File: src/sprr_pkg.sv
// ----------------------------------------------------------------------------
// sprr_pkg
// Shared types and constants of the strict priority egress queue.
// ----------------------------------------------------------------------------
`default_nettype none
package sprr_pkg;
  localparam int unsigned NumQueuesDefault  = 8;
  localparam int unsigned QueueDepthDefault = 64;
  localparam logic [31:0] MaxBytesReset     = 32'd1048576000;

  localparam logic CmdEnqueue = 1'b0;
  localparam logic CmdDequeue = 1'b1;

  typedef enum logic [1:0] {
    ST_IDLE,
    ST_READ,
    ST_OUT
  } sprr_state_t;

  typedef struct packed {
    logic start;
    logic finish;
  } sprr_cmd_t;

  typedef struct packed {
    logic busy;
  } sprr_status_t;
endpackage
`default_nettype wire

File: src/sprr_ctrl.sv
// ----------------------------------------------------------------------------
// sprr_ctrl
// Controller: accept a word, wait in ST_READ for the memory, hold the result.
// ----------------------------------------------------------------------------
`default_nettype none
module sprr_ctrl
  import sprr_pkg::*;
(
  input  wire logic clk,
  input  wire logic rst,
  input  wire logic in_valid,
  output logic      in_ready,
  output logic      out_valid,
  input  wire logic out_ready,
  output sprr_cmd_t cmd
);
  sprr_state_t state, state_next;

  always_ff @(posedge clk) begin
    if (rst) begin
      state <= ST_IDLE;
    end else begin
      state <= state_next;
    end
  end

  always_comb begin
    state_next = state;
    unique case (state)
      ST_IDLE: if (in_valid) state_next = ST_READ;
      ST_READ: state_next = ST_OUT;
      ST_OUT: begin
        if (out_ready) state_next = in_valid ? ST_READ : ST_IDLE;
      end
      default: state_next = ST_IDLE;
    endcase
  end

  always_comb begin
    in_ready   = 1'b0;
    out_valid  = 1'b0;
    cmd.start  = 1'b0;
    cmd.finish = 1'b0;
    unique case (state)
      ST_IDLE: begin
        in_ready  = 1'b1;
        cmd.start = in_valid;
      end
      ST_READ: cmd.finish = 1'b1;
      ST_OUT: begin
        out_valid = 1'b1;
        in_ready  = out_ready;
        cmd.start = out_ready & in_valid;
      end
      default: ;
    endcase
  end
endmodule
`default_nettype wire

File: config.mk
export PLATFORM = sky130hd
export DESIGN_NAME = sprr_ctrl
export DESIGN_NICKNAME = d
export VERILOG_FILES = /design/src/sprr_pkg.sv /design/src/sprr_ctrl.sv
export SDC_FILE = /design/constraint.sdc
export NUM_CORES = 1
export LEC_CHECK = 0
export BUFFER_PORTS_ARGS = -buffer_cell sky130_fd_sc_hd__buf_2
export CORE_AREA = 5 5 42 44
export CTS_BUF_LIST = sky130_fd_sc_hd__clkbuf_4 sky130_fd_sc_hd__clkbuf_8
export CTS_CLUSTER_SIZE = 40
export DETAILED_ROUTE_END_ITERATION = 7
export DIE_AREA = 0 0 47 49
export HOLD_SLACK_MARGIN = 0.03
export PLACE_DENSITY = 0.31
export SLEW_MARGIN = 15
export SYNTH_ARGS = -nofsm -noshare
export SYNTH_HDL_FRONTEND = slang
export SYNTH_SLANG_ARGS = --single-unit
File: constraint.sdc
create_clock -name clk -period 0.8 [get_ports clk]
set_input_delay 0.16 -clock clk [delete_from_list [all_inputs] [get_ports clk]]
set_output_delay 0.16 -clock clk [all_outputs]
set_load 0.02 [all_outputs]
==> impl_metrics.py <==
metrics = {
    "clock_tree": {
        "numClockSinks": 2,
        "ctsHtreeMaxLevel": 1,
        "numCtsBuffers": 3,
        "clk_pin_slew_ns": 0.03,
        "cts_tree": "yes",
        "cts_max_path_buffers": 2,
        "cts_hold_buffers": 0,
        "clk_latency_ns": 0.23,
        "root_buffer": "clkbuf_4",
    },
    "floorplanning": {
        "fp.dieW_um": 47,
        "initial_core_util_pct": 8.04,
        "core_um2": 1400,
        "die_h_um": 49,
        "io_pins": 8,
        "die_area_um2": 2300,
        "num_rows": 14,
    },
    "finish": {
        "n_antenna_cell": 0,
        "finalInstanceArea_um2": 283,
        "register_area_um2": 45.0,
        "fillCellCount": 159,
        "multi_input_area_um2": 93.8,
        "largest-register": "state",
        "drive_gt1_share_pct": 88.0,
        "top_regs": "state (2)",
        "area_delta_synth_final_pct": 151,
        "fin_util_pct": 20.2,
        "largest_reg_flops": 2,
        "fin_nets": 30,
    },
    "drt": {
        "drt-initial-drc-count": 1,
        "wl_met1_um": 176,
        "ant_nets": 0,
        "dr.pass1.iters": 4,
        "vias": 142,
        "wl_per_cell_um": 8.88,
        "wl_um": 364,
        "met2WireLength_um": 126,
        "top_layer": "met4",
        "via_per_inst": 3.46,
        "wl_met3_um": 55,
        "drcViolationCount": 0,
    },
    "power_and_ir_drop": {
        "total_power_w": 0.000518,
        "switching_power_w": 0.000123,
        "clockPowerShare_pct": 54.7,
        "powerDensity_nw_per_um2": 1830,
        "seq_power_share_pct": 22.6,
        "intPower_w": 0.000395,
        "ir_worst_vdd_mv": 0.610,
        "comb_power_share_pct": 22.7,
        "p_sw_share_pct": 23.8,
        "p_leak_nw": 0.127,
    },
    "timing": {
        "setup-violations-final": 6,
        "fmax_mhz": 878,
        "setup_slack_ns": -0.339,
        "fin_crit_ns": 1.14,
        "rsz0062_at_grt": "yes",
        "hold_viol": 0,
        "slew_violations": 0,
        "slew_headroom_pct": 87.8,
        "period_share_pct": 142,
        "finClkSkew_ns": 0.00644,
        "tightest_slew_ns": 0.183,
    },
    "grt": {
        "grt_max_degree": 7,
        "antenna_found_initial": 0,
        "grt_pass1_wl_um": 496,
        "grt.total_usage_pct": 3.65,
        "grt_pass1_vias": 134,
        "overflow": 0,
    },
    "synth": {
        "synth_largest_area_cell": "dfxtp_1",
        "synthXorXnorAreaFrac_pct": 0,
        "synth_common_cells": "2 x dfxtp_1, 2 x nor2_1, 2 x nor2b_1",
        "yosys_most_used_dff": "dfxtp_1",
        "async_reset_ff_share_pct": 0,
        "synth_compound_area_share_pct": 7.78,
        "synth_top_area_share_pct": 35.6,
        "synth_nets": 16,
        "ys_ff_latch": 2,
        "postSynthCellCount": 12,
        "synth_edf_count": 0,
        "synthMuxAreaShare_pct": 0,
        "synth_seq_area_share_pct": 35.6,
        "synth_area_um2": 113,
        "ys_types": 9,
        "synth_top_family_by_area": "simple AND/OR/NAND/NOR gates",
        "synth.area.top_cells": "dfxtp_1 36%, nor4b_2 13%, nor2b_1 11%",
        "yosys.area_share.simple_pct": 46.7,
        "synth_adder_area_share_pct": 0,
        "syn_area_per_cell_um2": 9.38,
        "synth_warnings": 0,
    },
    "hold_path": {
        "min_delay_path_depth": 2,
        "min_path_type": "input port to flip-flop",
    },
    "critical_path": {
        "endpoint_kind": "primary output",
        "worstPathRequired_ns": 0.64,
        "path_delay_family": "simple AND/OR/NAND/NOR gates",
        "path_cells": "nor2b_4, nor3b_4, buf_6",
        "cp_slowest_stage_delay_ns": 0.31,
        "crit_buf_inv": 1,
        "worstSetupPathDepth": 3,
        "worst_setup_path_start_kind": "flip-flop",
        "reg2regPathDepth": 4,
        "critPathKind": "flip-flop to primary output",
        "cpMaxStageDelayCell": "dfxtp_2",
        "cp_data_arrival_time_ns": 0.98,
        "path_max_fanout": 3,
    },
    "status": {
        "status": "finished, violations left",
        "violations": "setup timing",
    },
    "placement": {
        "finalWeightedCongestion": 0.633,
        "placed_area_um2": 188,
        "portBuffers": 7,
    },
    "job": {
        "maxCapViolations": 0,
    },
}
cell families (layout without fill, tap and decap cells):
logic type / count (synthesis) / count (layout)
buf+inv: 2 / 15
flops: 2 / 2
compound gates: 1 / 1
simple gates: 7 / 7
placed cells by master (no fill, tap or decap), drive strengths merged:
cell	count
buf	10
clkbuf	4
nor4b	1
nor2b	2
dfxtp	2
a22o	1
inv	1
and2b	1
nor2	2
nor3b	1
power groups by stage:
stage / registers (W) / logic [W] / clock network (W)
after CTS: 0.000115 / 0.000101 / 0.000300
after global routing: 0.000118 / 0.000123 / 0.000308
after global placement: 0.000116 / 0.0000786 / 0
final: 0.000117 / 0.000118 / 0.000284
after floorplan: 0.000115 / 0.0000598 / 0
after detailed placement: 0.000116 / 0.0000786 / 0
path summary, 6_finish.rpt:
path / start / endpoint / slack, ns
worst max-delay path: state[1] / cmd[1] / -0.34
worst min-delay path: rst / state[0] / 0.15
worst max register to register: state[1] / state[0] / -0.21
worst min register to register: state[0] / state[0] / 0.50
stage by stage:
step           std cells  hold slack, ns  TNS, ns  setup slack, ns
6_report              41           0.147    -1.49           -0.339
5_1_grt               41           0.134    -1.65           -0.365
4_1_cts               40           0.112    -1.35           -0.347
3_5_place_dp          34           0.363   -0.313           -0.144
3_3_place_gp          34           0.359   -0.294           -0.150
2_1_floorplan         12           0.225  -0.0936          -0.0750
layout make-up:
type	instances	area share, %
flip-flops and latches	2	15.9
clock buffers	4	10.6
repair buffers	10	31.9
well taps	16	7.08
inverters	1	1.33
multi-input cells	8	33.2
repair_timing:
action                                  CTS  global route
gates resized for setup                   6             6
gates cloned                              0             0
endpoints found under the setup margin    5             6
setup buffers                             2             1
pin swaps                                 1             1
worst register-to-register path, delay by kind of cell (launching register included):
kind	cells	cell delay, ns
flops	1	0.31
buf+inv	2	0.24
simple gates	2	0.38
routing by layer:
layer	track usage (%)	vias up
met5	0	-
met4	4.15	0
met3	4.80	2
met2	2.94	8
met1	3.71	66
li1	-	66
(Power assumes the default switching activity.)
